--- src/sv/crlpc_pkg.sv ---
// Package for the crash-line pattern classifier.
// Holds the phrase list, the group tables and the shared sizes; used by every module.
package crlpc_pkg;

   localparam int MAX_LINE_DEFAULT = 4096;
   localparam int WINDOW_DEFAULT = 31;
   localparam int QUEUE_DEPTH_DEFAULT = 4;

   localparam int PHRASE_CHARS = 31;
   localparam int NUM_PHRASES = 39;
   localparam int NUM_GROUPS = 7;

   localparam logic [7:0] CHAR_NEWLINE = 8'h0A;
   localparam logic [7:0] CHAR_RETURN = 8'h0D;
   localparam logic [7:0] CHAR_OPEN = 8'h5B;
   localparam logic [7:0] CHAR_CLOSE = 8'h5D;
   localparam logic [7:0] CHAR_UPPER_A = 8'h41;
   localparam logic [7:0] CHAR_UPPER_Z = 8'h5A;
   localparam logic [7:0] CASE_OFFSET = 8'h20;

   localparam logic [2:0] GROUP_SKIP = 3'd0;
   localparam logic [2:0] GROUP_PANIC = 3'd1;
   localparam logic [2:0] GROUP_OOPS = 3'd2;
   localparam logic [2:0] GROUP_TRACE = 3'd3;
   localparam logic [2:0] GROUP_LOCKUP = 3'd4;
   localparam logic [2:0] GROUP_FS = 3'd5;
   localparam logic [2:0] GROUP_RESOURCE = 3'd6;

   typedef struct packed {
      logic [PHRASE_CHARS*8-1:0] text;
      logic [2:0]                group;
   } phrase_type;

   typedef struct packed {
      logic [1:0] severity;
      logic [2:0] category;
   } class_type;

   localparam phrase_type PHRASES [NUM_PHRASES] = '{
      '{"kernel panic detection skipped", GROUP_SKIP},
      '{"client bug:", GROUP_SKIP},
      '{"kernel panic - not syncing", GROUP_PANIC},
      '{"panic:", GROUP_PANIC},
      '{"fatal exception", GROUP_PANIC},
      '{"oops:", GROUP_OOPS},
      '{"kernel bug", GROUP_OOPS},
      '{"unable to handle kernel", GROUP_OOPS},
      '{"null pointer dereference", GROUP_OOPS},
      '{"general protection fault", GROUP_OOPS},
      '{"call trace:", GROUP_TRACE},
      '{"rip:", GROUP_TRACE},
      '{"eip:", GROUP_TRACE},
      '{"hard lockup", GROUP_LOCKUP},
      '{"soft lockup", GROUP_LOCKUP},
      '{"hung task", GROUP_LOCKUP},
      '{"blocked for more than", GROUP_LOCKUP},
      '{"watchdog: bug", GROUP_LOCKUP},
      '{"watchdog: hard lockup", GROUP_LOCKUP},
      '{"watchdog: soft lockup", GROUP_LOCKUP},
      '{"ext4-fs error", GROUP_FS},
      '{"ext4-fs warning", GROUP_FS},
      '{"xfs error", GROUP_FS},
      '{"xfs corruption", GROUP_FS},
      '{"xfs internal error", GROUP_FS},
      '{"btrfs error", GROUP_FS},
      '{"btrfs warning", GROUP_FS},
      '{"btrfs critical", GROUP_FS},
      '{"jbd2: error", GROUP_FS},
      '{"journal abort", GROUP_FS},
      '{"aborting journal", GROUP_FS},
      '{"remounting filesystem read-only", GROUP_FS},
      '{"metadata corruption", GROUP_FS},
      '{"out of memory", GROUP_RESOURCE},
      '{"oom-killer", GROUP_RESOURCE},
      '{"killed process", GROUP_RESOURCE},
      '{"segfault", GROUP_RESOURCE},
      '{"i/o error", GROUP_RESOURCE},
      '{"buffer i/o error", GROUP_RESOURCE}
   };

   function automatic class_type classify(input logic [NUM_GROUPS-1:0] hits);
      class_type res;
      res = '{severity: 2'd1, category: 3'd5};
      if (hits[GROUP_PANIC]) begin
         res = '{severity: 2'd3, category: 3'd0};
      end else if (hits[GROUP_OOPS]) begin
         res = '{severity: 2'd3, category: 3'd1};
      end else if (hits[GROUP_TRACE]) begin
         res = '{severity: 2'd2, category: 3'd2};
      end else if (hits[GROUP_LOCKUP]) begin
         res = '{severity: 2'd2, category: 3'd3};
      end else if (hits[GROUP_FS]) begin
         res = '{severity: 2'd2, category: 3'd4};
      end
      return res;
   endfunction

endpackage

--- src/sv/crlpc_front.sv ---
// Front part: takes bytes, keeps the line window and line state, and classifies each line.
// Depends on crlpc_pkg; pushes one record per reported line into the queue.
module crlpc_front import crlpc_pkg::*; #(
   parameter int MAX_LINE = MAX_LINE_DEFAULT,
   parameter int WINDOW = WINDOW_DEFAULT,
   parameter int PW = $clog2(MAX_LINE + 2)
) (
   input  logic          clock,
   input  logic          reset,
   input  logic          accept,
   input  logic [7:0]    byte_value,
   input  logic          end_of_text,
   output logic          push,
   output class_type     push_class,
   output logic [31:0]   push_number,
   output logic [PW-1:0] push_length,
   output logic [PW-1:0] push_stamp
);

   localparam int HIST = WINDOW - 1;
   localparam logic [PW-1:0] LIMIT = PW'(MAX_LINE);
   localparam logic [PW-1:0] SAT = PW'(MAX_LINE + 1);

   logic [7:0] recent_ff [HIST];
   logic [7:0] recent_in [HIST];
   logic [NUM_GROUPS-1:0] hits_ff, hits_in;
   logic [PW-1:0] pos_ff, pos_in;
   logic cr_ff, cr_in;
   logic [PW-1:0] stamp_ff, stamp_in;
   logic [31:0] index_ff, index_in;
   logic open_ff, open_in;

   logic [7:0] folded;
   logic [7:0] win [WINDOW];
   logic [NUM_GROUPS-1:0] match_hits;
   logic in_range;
   logic [NUM_GROUPS-1:0] t_hits, f_hits;
   logic [PW-1:0] t_pos, t_stamp, f_pos, f_stamp;
   logic t_cr, t_open, f_cr;
   logic newline, finish;

   assign newline = (byte_value == CHAR_NEWLINE);
   assign finish = newline || end_of_text;
   assign in_range = (pos_ff < LIMIT);
   assign folded = (byte_value >= CHAR_UPPER_A && byte_value <= CHAR_UPPER_Z) ?
                   byte_value + CASE_OFFSET : byte_value;

   always_comb begin
      win[0] = folded;
      for (int k = 1; k < WINDOW; k++) begin
         win[k] = recent_ff[k-1];
      end
   end

   always_comb begin
      logic ok;
      match_hits = '0;
      for (int i = 0; i < NUM_PHRASES; i++) begin
         ok = 1'b1;
         for (int k = 0; k < PHRASE_CHARS; k++) begin
            if (PHRASES[i].text[8*k +: 8] != 8'h00 && PHRASES[i].text[8*k +: 8] != win[k]) begin
               ok = 1'b0;
            end
         end
         if (ok) begin
            match_hits[PHRASES[i].group] = 1'b1;
         end
      end
   end

   always_comb begin
      t_hits = hits_ff;
      t_open = open_ff;
      t_stamp = stamp_ff;
      if (in_range) begin
         t_hits = hits_ff | match_hits;
         if (pos_ff == '0 && byte_value == CHAR_OPEN) begin
            t_open = 1'b1;
         end
         if (t_open && stamp_ff == '0 && byte_value == CHAR_CLOSE) begin
            t_stamp = pos_ff + PW'(1);
         end
      end
      t_cr = (byte_value == CHAR_RETURN);
      t_pos = (pos_ff < SAT) ? pos_ff + PW'(1) : SAT;
   end

   assign f_hits = newline ? hits_ff : t_hits;
   assign f_pos = newline ? pos_ff : t_pos;
   assign f_cr = newline ? cr_ff : t_cr;
   assign f_stamp = newline ? stamp_ff : t_stamp;

   assign push = accept && finish && !f_hits[GROUP_SKIP] && (f_hits[NUM_GROUPS-1:1] != '0);
   assign push_class = classify(f_hits);
   assign push_number = index_ff;
   assign push_length = (f_pos > LIMIT) ? LIMIT : f_pos - PW'(f_cr);
   assign push_stamp = f_stamp;

   always_comb begin
      recent_in = recent_ff;
      hits_in = hits_ff;
      pos_in = pos_ff;
      cr_in = cr_ff;
      stamp_in = stamp_ff;
      open_in = open_ff;
      index_in = index_ff;
      if (accept) begin
         if (finish) begin
            for (int i = 0; i < HIST; i++) begin
               recent_in[i] = 8'h00;
            end
            hits_in = '0;
            pos_in = '0;
            cr_in = 1'b0;
            stamp_in = '0;
            open_in = 1'b0;
            index_in = end_of_text ? 32'd0 : index_ff + 32'd1;
         end else begin
            if (in_range) begin
               recent_in[0] = folded;
               for (int i = 1; i < HIST; i++) begin
                  recent_in[i] = recent_ff[i-1];
               end
            end
            hits_in = t_hits;
            pos_in = t_pos;
            cr_in = t_cr;
            stamp_in = t_stamp;
            open_in = t_open;
         end
      end
   end

   always_ff @(posedge clock) begin
      if (reset) begin
         for (int i = 0; i < HIST; i++) begin
            recent_ff[i] <= 8'h00;
         end
         hits_ff <= '0;
         pos_ff <= '0;
         cr_ff <= 1'b0;
         stamp_ff <= '0;
         open_ff <= 1'b0;
         index_ff <= '0;
      end else begin
         recent_ff <= recent_in;
         hits_ff <= hits_in;
         pos_ff <= pos_in;
         cr_ff <= cr_in;
         stamp_ff <= stamp_in;
         open_ff <= open_in;
         index_ff <= index_in;
      end
   end

   a_index_restart: assert property (@(posedge clock) disable iff (reset)
      accept && end_of_text |=> index_ff == 32'd0)
      else $error("line index did not restart after end of text");
   a_pos_bound: assert property (@(posedge clock) disable iff (reset)
      pos_ff <= SAT)
      else $error("line position above saturation");
   a_stamp_bound: assert property (@(posedge clock) disable iff (reset)
      stamp_ff <= LIMIT && (stamp_ff == '0 || open_ff))
      else $error("stamp end without opening bracket");

endmodule

--- src/sv/crlpc_queue.sv ---
// Short queue between the front and back parts.
// Depends on crlpc_pkg for its default depth.
module crlpc_queue import crlpc_pkg::*; #(
   parameter int DW = 8,
   parameter int DEPTH = QUEUE_DEPTH_DEFAULT
) (
   input  logic          clock,
   input  logic          reset,
   input  logic          push,
   input  logic [DW-1:0] push_data,
   input  logic          pop,
   output logic [DW-1:0] pop_data,
   output logic          full,
   output logic          empty
);

   localparam int AW = (DEPTH > 1) ? $clog2(DEPTH) : 1;
   localparam int CW = $clog2(DEPTH + 1);

   logic [DW-1:0] slot_ff [DEPTH];
   logic [AW-1:0] wr_ff, wr_in, rd_ff, rd_in;
   logic [CW-1:0] count_ff, count_in;

   assign full = (count_ff == CW'(DEPTH));
   assign empty = (count_ff == '0);
   assign pop_data = slot_ff[rd_ff];

   always_comb begin
      wr_in = wr_ff;
      rd_in = rd_ff;
      count_in = count_ff;
      if (push) begin
         wr_in = (wr_ff == AW'(DEPTH - 1)) ? '0 : wr_ff + AW'(1);
      end
      if (pop) begin
         rd_in = (rd_ff == AW'(DEPTH - 1)) ? '0 : rd_ff + AW'(1);
      end
      if (push && !pop) begin
         count_in = count_ff + CW'(1);
      end else if (pop && !push) begin
         count_in = count_ff - CW'(1);
      end
   end

   always_ff @(posedge clock) begin
      if (push) begin
         slot_ff[wr_ff] <= push_data;
      end
   end

   always_ff @(posedge clock) begin
      if (reset) begin
         wr_ff <= '0;
         rd_ff <= '0;
         count_ff <= '0;
      end else begin
         wr_ff <= wr_in;
         rd_ff <= rd_in;
         count_ff <= count_in;
      end
   end

   a_no_overflow: assert property (@(posedge clock) disable iff (reset)
      push |-> !full || pop)
      else $error("transfer into a full queue");
   a_no_underflow: assert property (@(posedge clock) disable iff (reset)
      pop |-> !empty)
      else $error("transfer out of an empty queue");

endmodule

--- src/sv/crlpc_back.sv ---
// Back part: output register that hands queued records to the result channel.
// Depends on crlpc_pkg for the record fields.
module crlpc_back import crlpc_pkg::*; #(
   parameter int PW = 13
) (
   input  logic          clock,
   input  logic          reset,
   input  logic          empty,
   input  class_type     head_class,
   input  logic [31:0]   head_number,
   input  logic [PW-1:0] head_length,
   input  logic [PW-1:0] head_stamp,
   output logic          pop,
   input  logic          rsp_stall,
   output logic          rsp_valid,
   output logic [1:0]    rsp_severity,
   output logic [2:0]    rsp_category,
   output logic [31:0]   rsp_line_number,
   output logic [PW-1:0] rsp_line_length,
   output logic [PW-1:0] rsp_stamp_length
);

   logic valid_ff, valid_in;
   class_type class_ff;
   logic [31:0] number_ff;
   logic [PW-1:0] length_ff, stamp_ff;

   assign pop = !empty && (!valid_ff || !rsp_stall);
   assign valid_in = pop || (valid_ff && rsp_stall);

   always_ff @(posedge clock) begin
      if (reset) begin
         valid_ff <= 1'b0;
      end else begin
         valid_ff <= valid_in;
      end
   end

   always_ff @(posedge clock) begin
      if (pop) begin
         class_ff <= head_class;
         number_ff <= head_number;
         length_ff <= head_length;
         stamp_ff <= head_stamp;
      end
   end

   assign rsp_valid = valid_ff;
   assign rsp_severity = class_ff.severity;
   assign rsp_category = class_ff.category;
   assign rsp_line_number = number_ff;
   assign rsp_line_length = length_ff;
   assign rsp_stamp_length = stamp_ff;

endmodule

--- src/sv/crash_line_pattern_classifier.sv ---
// Crash-line pattern classifier, top level. A line ends on its transfer; its result is
// written into the result queue, then into the output register, and is shown on rsp.
// Throughput: one byte per cycle while req_stall is low; the 39 phrase comparators over the
// byte window work in parallel. req_stall rises only while the four-entry result queue is full.
// Reset is synchronous and clears line state, line index, queue and output valid flag.
module crash_line_pattern_classifier import crlpc_pkg::*; #(
   parameter int MAX_LINE = MAX_LINE_DEFAULT,
   parameter int WINDOW = WINDOW_DEFAULT,
   parameter int QUEUE_DEPTH = QUEUE_DEPTH_DEFAULT,
   parameter int PW = $clog2(MAX_LINE + 2)
) (
   input  logic          clock,
   input  logic          reset,
   input  logic          req_valid,
   output logic          req_stall,
   input  logic [7:0]    req_byte_value,
   input  logic          req_end_of_text,
   output logic          rsp_valid,
   input  logic          rsp_stall,
   output logic [1:0]    rsp_severity,
   output logic [2:0]    rsp_category,
   output logic [31:0]   rsp_line_number,
   output logic [PW-1:0] rsp_line_length,
   output logic [PW-1:0] rsp_stamp_length
);

   localparam int DW = $bits(class_type) + 32 + 2 * PW;

   logic accept, push, pop, full, empty;
   class_type push_class, head_class;
   logic [31:0] push_number, head_number;
   logic [PW-1:0] push_length, push_stamp, head_length, head_stamp;

   assign req_stall = full;
   assign accept = req_valid && !full;

   crlpc_front #(.MAX_LINE(MAX_LINE), .WINDOW(WINDOW), .PW(PW)) u_front (
      .clock(clock), .reset(reset), .accept(accept),
      .byte_value(req_byte_value), .end_of_text(req_end_of_text),
      .push(push), .push_class(push_class), .push_number(push_number),
      .push_length(push_length), .push_stamp(push_stamp)
   );

   crlpc_queue #(.DW(DW), .DEPTH(QUEUE_DEPTH)) u_queue (
      .clock(clock), .reset(reset), .push(push),
      .push_data({push_class, push_number, push_length, push_stamp}),
      .pop(pop), .pop_data({head_class, head_number, head_length, head_stamp}),
      .full(full), .empty(empty)
   );

   crlpc_back #(.PW(PW)) u_back (
      .clock(clock), .reset(reset), .empty(empty),
      .head_class(head_class), .head_number(head_number),
      .head_length(head_length), .head_stamp(head_stamp), .pop(pop),
      .rsp_stall(rsp_stall), .rsp_valid(rsp_valid), .rsp_severity(rsp_severity),
      .rsp_category(rsp_category), .rsp_line_number(rsp_line_number),
      .rsp_line_length(rsp_line_length), .rsp_stamp_length(rsp_stamp_length)
   );

endmodule

--- config.mk ---
export PLATFORM = sky130hd
export DESIGN_NAME = crash_line_pattern_classifier
export DESIGN_NICKNAME = d
export VERILOG_FILES = /design/src/sv/crlpc_pkg.sv /design/src/sv/crlpc_front.sv /design/src/sv/crlpc_queue.sv /design/src/sv/crlpc_back.sv /design/src/sv/crash_line_pattern_classifier.sv
export SDC_FILE = /design/constraint.sdc
export NUM_CORES = 1
export LEC_CHECK = 0
export CORE_ASPECT_RATIO = 1.2
export CORE_MARGIN = 1
export CORE_UTILIZATION = 50
export DETAILED_ROUTE_END_ITERATION = 8
export DONT_BUFFER_PORTS = 1
export MAX_ROUTING_LAYER = met4
export PLACE_DENSITY = 0.68
export SETUP_SLACK_MARGIN = 0.02
export SLEW_MARGIN = 20
export SYNTH_ARGS = -nofsm -noshare
export SYNTH_HDL_FRONTEND = slang
export SYNTH_SLANG_ARGS = --single-unit
export TNS_END_PERCENT = 100
--- constraint.sdc ---
create_clock -name clock -period 6.2 [get_ports clock]
set_input_delay 0.31 -clock clock [delete_from_list [all_inputs] [get_ports clock]]
set_output_delay 0.31 -clock clock [all_outputs]
set_load 0.01 [all_outputs]
==> run metrics, run 1 <==
Root Driver=clkbuf_16; post-synthesis compound-gate area fraction=0.101; reg-to-reg slack, setup=510 ps; DR pass1 iterations=8; Final WS setup=506 ps; die area=56600 um^2; Die Wd=217 um; Yosys top cell by area=edfxtp_1; slew margin rel.=0.277; Area contributors post-synth=edfxtp_1 (34%), dfxtp_1 (23%), a22oi_1 (7.2%); worst skew pair latency=680 ps; Iter 0 DRT Violations=2668; cell area after synthesis=27800 um^2; Worst Setup End Kind=flip-flop; met1 capacity usage during global routing=0.440; DP Wirelength=71.5 mm; met3 usage=0.0645; gr usage total=0.370; RR Endpoint=u_queue.count_ff[2]; Leak=0.00978 uW; synth unique cells=78; flops & latches, synth=630; post-synthesis mux area share=0.0527; vias in the first global route=21300; WL final=102 mm; post-CTS setup repair buffer count=0; largest family of logic cells by synthesized area=simple AND/OR/NAND/NOR gates; # hold bufs at CTS=12; sequential fraction of the synthesis area=0.567; cts bufs inserted=61; clock power share=0.401; final count of negative-setup-slack endpoints=0; max_cap viols=0; Starting Density=0.506; P_sw=2680 uW; RSZ-0062 raised after global routing=false; switching share of total power=0.263; core area=54900 um^2; final core utilization=0.566; grt met2 use=0.594; number of synthesized flops with an enable pin=315; HP Start=reset; Place WS=648 ps; RR Startpoint=u_front.recent_ff[202]; Vias/cell=6.85; Worst Hold Class=primary input to flip-flop; ys flop type=edfxtp_1; Ys Warns=0; Max Clk Rate=176 MHz; Core Rows=94; Die Y=260 um; Hold EP=u_front.hits_ff[1]; vias=22300; leading cell type by number of instances after synthesis=nor2_1; Top Usage Layer GRT=met2; Cells after Synth=2504; synth cell count leaders=nor2_1 (410), dfxtp_1 (315), edfxtp_1 (315); initial antenna violation count=2; fin crit share=0.918; crit start category=flip-flop; Worst Path Required=6780 ps; largest net degree at the start of global routing=282; Fillers=4448; Final Skew=53.4 ps; Post-Synth Adder-Cell Area=0.00612; Synth async-reset ratio=0; Synth Area per Inst=11.1 um^2; DRC viols=0; depth of the most critical reg-to-reg path=16; CTS max path bufs=3; internal power=7490 uW; clock slew at reported path FFs=60 ps; global-route wire length before repair=148 mm; I/O Buffers=0; max-slew violations=0; Final TNS setup=0 ps; peak supply drop=0.586 mV; crit path max fanout=11; Hold WS=42.7 ps; Arrival @ worst endpoint=6270 ps; Sequential Power Share=0.495; PD cells=327 nW/um^2; Synth Area in Simple Gates=0.231; Final Wtd Congestion=1.07; Post-CTS Resized=0; kind of critical path=flip-flop to flip-flop; Final Hold Viols=0; status=finished, final reports clean; layout cells sized above 1=0.113; grt total ovfl=0; syn nets=2530; Layout area overhead=11.8%; fin nets=2503; # H-tree levels=2; # clock sinks=630; CTS tree=done; Final min period=5690 ps; hold depth=2; antenna-violating nets left=0; share of the synthesized area in the top cell type=0.340; wire per inst=31.5 um; Worst Tran Pin Value=1070 ps; XOR/XNOR Fraction of Synth Area=0.0142; IO Count=78; part of the power in combinational logic=0.104
==> layout make-up <==
cell class              instances  area [um^2]  share of cell area
diodes                          2         5.00            0.000161
clock buffers                  80         1690              0.0543
clock inverters                36          524              0.0169
inverters                      27          101             0.00326
multi-input cells            1673        11300               0.364
flip-flops and latches        630        15800               0.507
well taps                     720          901              0.0290
repair buffers                 84          768              0.0247
==> through the flow <==
step	cells	cell area [um^2]	total power [uW]
floorplan	2504	27800	5840
global placement	3121	28700	6080
detailed placement	3121	28700	6130
CTS	3249	31000	10200
global route	3251	31100	10500
finish	3252	31100	10200
==> power by group through the flow <==
stage | combinational (uW) | clock [uW] | sequential, uW
4_1_cts | 1060 | 4110 | 5040
3_5_place_dp | 1000 | 0 | 5130
6_report | 1060 | 4080 | 5030
2_1_floorplan | 836 | 0 | 5010
3_3_place_gp | 978 | 0 | 5100
5_1_grt | 1130 | 4270 | 5070
==> per-layer routing <==
metal | vias up | wire [um]
met5 | - | 0
met4 | 0 | 6690
met3 | 315 | 7690
met2 | 1270 | 49000
met1 | 11200 | 39200
li1 | 9543 | -
==> worst max path at each step <==
stage,from,endpoint,slack [ps]
after floorplan,u_front.recent_ff[103],u_queue.slot_ff[0][0],300
after detailed placement,u_front.recent_ff[202],u_queue.count_ff[2],650
final,u_front.recent_ff[202],u_queue.count_ff[2],510
after global placement,u_front.recent_ff[202],u_queue.count_ff[2],440
after CTS,u_front.recent_ff[202],u_queue.count_ff[2],620
after global routing,u_front.recent_ff[202],u_queue.count_ff[2],410
==> flip-flops by register name, summed over array words and instances (netlist names) <==
name                     cells
u_back.rsp_valid             1
u_back.rsp_stamp_length     13
u_back.rsp_severity          2
u_queue.slot_ff            252
u_queue.wr_ff                2
u_front.open_ff              1
u_back.rsp_category          3
u_front.pos_ff              13
u_front.stamp_ff            13
u_queue.rd_ff                2
u_front.push_number         32
u_back.rsp_line_length      13
u_front.recent_ff          240
u_front.hits_ff              7
u_front.cr_ff                1
u_queue.count_ff             3
u_back.rsp_line_number      32
==> worst max-delay path, stage by stage, from the launching register on <==
cell	delay, ps
dfxtp_1	860
nor2b_1	210
buf_4	230
nand3_1	260
or4_1	630
or4_1	570
nor4_1	900
or4_1	280
nor4_2	90
a31o_4	250
inv_1	60
ha_1	160
inv_1	70
fa_1	430
xor2_1	180
or3_1	310
a21oi_1	140
==> layout by cell type, fill, tap and decap left out, drive strengths merged, types with 11 or more instances in the layout <==
cell	n
nor2	410
edfxtp	315
dfxtp	315
a22oi	265
nand2	102
nand4	95
clkbuf	80
nand3	79
nor4	76
buf	73
mux4	63
nor3	56
nor2b	42
nor4b	40
or4	38
o21ai	34
a21oi	29
xor2	29
nand4b	28
inv	28
nand2b	25
nor4bb	24
clkinv	23
and4b	22
or3	20
and3	17
xnor2	16
and2	14
o21bai	14
and3b	13
ha	12
nor3b	11
dlygate4sd3	11
==> cells by family after synthesis <==
group           count (synthesis)
compound gates                388
flops                         630
simple gates                 1160
xor+xnor                       45
fa+ha+maj                      13
buf+inv                       201
mux                            67
No activity file was read; power rests on OpenSTA's default activity.
==> inputs of run 2 (changes only) <==
HOLD_SLACK_MARGIN = 0.15   (was not set)
SYNTH_HIERARCHICAL = 1   (was not set)
==> run 2 against run 1 <==
Compared with the run above: critical path depth decreased by 1; flip-flop and latch count increased by 2; register-to-register slack improved by 450 ps; critical path type unchanged; sequential power about the same; highest routed layer unchanged.
==> run metrics, run 2 <==
status=finished, final reports clean; sequential fraction of the synthesis area=0.566 (-0.00113); Largest regs=u_queue/slot_ff x252, u_front/recent_ff x240; Leak=0.0100 uW (+2.5%); global-route wire length before repair=142 mm (-4.0%); synth cell count leaders=nor2_1 (396), dfxtp_1 (317), edfxtp_1 (315); Area contributors post-synth=edfxtp_1 (34%), dfxtp_1 (23%), a22oi_1 (7.0%); CTS max path bufs=3 (unchanged); cell area after synthesis=27900 um^2 (+0.45%); max-slew violations=0 (unchanged); max reg flops=252 (unchanged); Biggest register=u_queue/slot_ff; Max Clk Rate=191 MHz (+8.5%); post-CTS setup repair buffer count=0 (unchanged); flops & latches, synth=632 (+0.32%); Final TNS setup=0 ps (unchanged); Iter 0 DRT Violations=2271 (-15%); # hold bufs at CTS=14 (+2); peak supply drop=0.704 mV (+20%); wire per inst=30.4 um (-3.6%); hold depth=4 (+2); IO Count=78 (unchanged); crit start category=flip-flop; gr usage total=0.355 (-0.0147); leading cell type by number of instances after synthesis=nor2_1; max_cap viols=0 (unchanged); Worst Tran Pin Value=1140 ps (+70.9 ps); final count of negative-setup-slack endpoints=0 (unchanged); # H-tree levels=2 (unchanged); Layout area overhead=11.2%; Final Skew=36.1 ps (-17.4 ps); largest net degree at the start of global routing=280 (-0.71%); Cells after Synth=2507 (+0.12%); WL final=98.6 mm (-3.8%); met1 capacity usage during global routing=0.389 (-0.0509); Arrival @ worst endpoint=5840 ps (-430 ps); Starting Density=0.508 (+0.00121); Final min period=5250 ps (-446 ps); DRC viols=0 (unchanged); # clock sinks=632 (+0.32%); Die Y=261 um (+0.23%); Worst Path Required=6790 ps (about the same); RSZ-0062 raised after global routing=false; ys flop type=dfxtp_1; grt total ovfl=0 (unchanged); fin crit share=0.846 (-0.0719); PD cells=323 nW/um^2 (-1.2%); fin nets=2496 (-0.28%); grt met2 use=0.592 (-0.00154); Core Rows=94 (unchanged); Root Driver=clkbuf_16; Hold WS=157 ps (+114 ps); Vias/cell=6.74 (-1.6%); clock slew at reported path FFs=60 ps (about the same); Yosys top cell by area=edfxtp_1; commonest non-fill, non-tap cell in the layout=nor2_1; met3 usage=0.0669 (+0.00245); DR pass1 iterations=6 (-2); Worst Setup End Kind=flip-flop; crit path max fanout=10 (-1); syn nets=2533 (+0.12%); Final Wtd Congestion=1.08 (+1.0%); core area=55000 um^2 (+0.21%); DP Wirelength=69.4 mm (-3.0%); worst skew pair latency=660 ps (-20 ps); number of synthesized flops with an enable pin=315 (unchanged); layout cells sized above 1=0.0969 (-0.0158); vias in the first global route=20600 (-3.1%); Final Hold Viols=0 (unchanged); initial antenna violation count=5 (+3); Synth Area per Inst=11.1 um^2 (+0.33%); share of the synthesized area in the top cell type=0.339 (-0.00154); cts bufs inserted=60 (-1.6%); Post-CTS Resized=0 (unchanged); antenna-violating nets left=0 (unchanged); Synth async-reset ratio=0 (unchanged); die area=56800 um^2 (+0.45%); I/O Buffers=0 (unchanged); Ys Warns=6 (+6); Worst Hold Class=primary input to flip-flop; kind of critical path=flip-flop to flip-flop; highest-count cells in the layout ignoring fill and taps=nor2_1 (395), edfxtp_1 (315), dfxtp_1 (315); slew margin rel.=0.229 (-0.0476); Inst Count DP=3110 (-0.35%); vias=21900 (-1.8%); Top Usage Layer GRT=met2; Die Wd=218 um (+0.23%); depth of the most critical reg-to-reg path=15 (-1); Layout Cells excl Fill=3245 (-0.22%); CTS tree=done; synth unique cells=74 (-5.1%)
-- run 2: cell count changes after synthesis, moves of 10 or more --
cell / previous run / this run
a21o_1: 5 / 16
nor2_1: 410 / 396
or4_1: 37 / 24
o21bai_1: 14 / 1
a21oi_1: 29 / 40
nand2_1: 102 / 126
o21ai_0: 32 / 19
and3_1: 17 / 30
buf_2: 1 / 19
clkbuf_1: 161 / 144
inv_1: 27 / 17
-- run 2: layer usage --
| layer | vias to the layer above | part of all wire |
|---|---|---|
| li1 | 9568 | - |
| met1 | 10900 | 0.36 |
| met2 | 1119 | 0.50 |
| met3 | 347 | 0.068 |
| met4 | 0 | 0.075 |
| met5 | - | 0 |
-- run 2: where the power goes --
part           total [uW]  switching, uW  internal (uW)
combinational        1060            673            387
sequential           5020            277           4740
clock                3970           1640           2330
-- run 2: area by class of cell --
type	count	area (um^2)
Clock inverter	32	479
Sequential cell	632	15800
Multi-Input combinational cell	1687	11400
Antenna cell	6	15.0
Inverter	18	67.6
Tap cell	720	901
Clock buffer	79	1710
Fill cell	4508	24000
Timing Repair Buffer	71	748
-- run 2: worst max-delay path, cell delays in order (launching register included) --
cell and delay [ps]:
dfxtp_1 620, nor2b_1 770, nand4bb_1 500, nor4_1 440, nand4_1 310, or4_1 560
a21oi_1 280, nor2_1 70, a31oi_1 190, buf_4 180, ha_1 200, inv_1 70
fa_1 370, xor2_1 170, or3_1 330, a21oi_1 140
-- run 2: kinds of logic (layout without fill, tap and decap cells) --
family,count (synthesis),in the layout,share of synthesized area
AO/OA/AOI/OAI,371,371,0.0951
XOR/XNOR,48,48,0.0150
adder cells (fa/ha/maj),13,13,0.00609
buffers and inverters,188,200,0.0299
flip-flops,632,632,0.566
multiplexers,70,70,0.0537
other,0,6,0
AND/OR/NAND/NOR,1185,1185,0.234
-- run 2: path summary, 6_finish.rpt --
path | start | endpoint | slack (ps)
max | u_front/recent_ff[210] | u_queue/count_ff[2] | 950
min | req_end_of_text | u_front/recent_ff[237] | 160
max reg2reg | u_front/recent_ff[210] | u_queue/count_ff[2] | 950
min reg2reg | u_front/hits_ff[3] | u_front/hits_ff[3] | 480
-- run 2: per-stage QoR --
step / cell area [um^2] / power [uW] / utilization / setup WS (ps)
2_1_floorplan: 27900 / 5930 / - / 1110
3_3_place_gp: 28600 / 6070 / 0.520 / 1200
3_5_place_dp: 28600 / 6120 / 0.520 / 1290
4_1_cts: 31000 / 10100 / 0.563 / 1270
5_1_grt: 31100 / 10400 / 0.565 / 758
6_report: 31100 / 10000 / 0.565 / 952
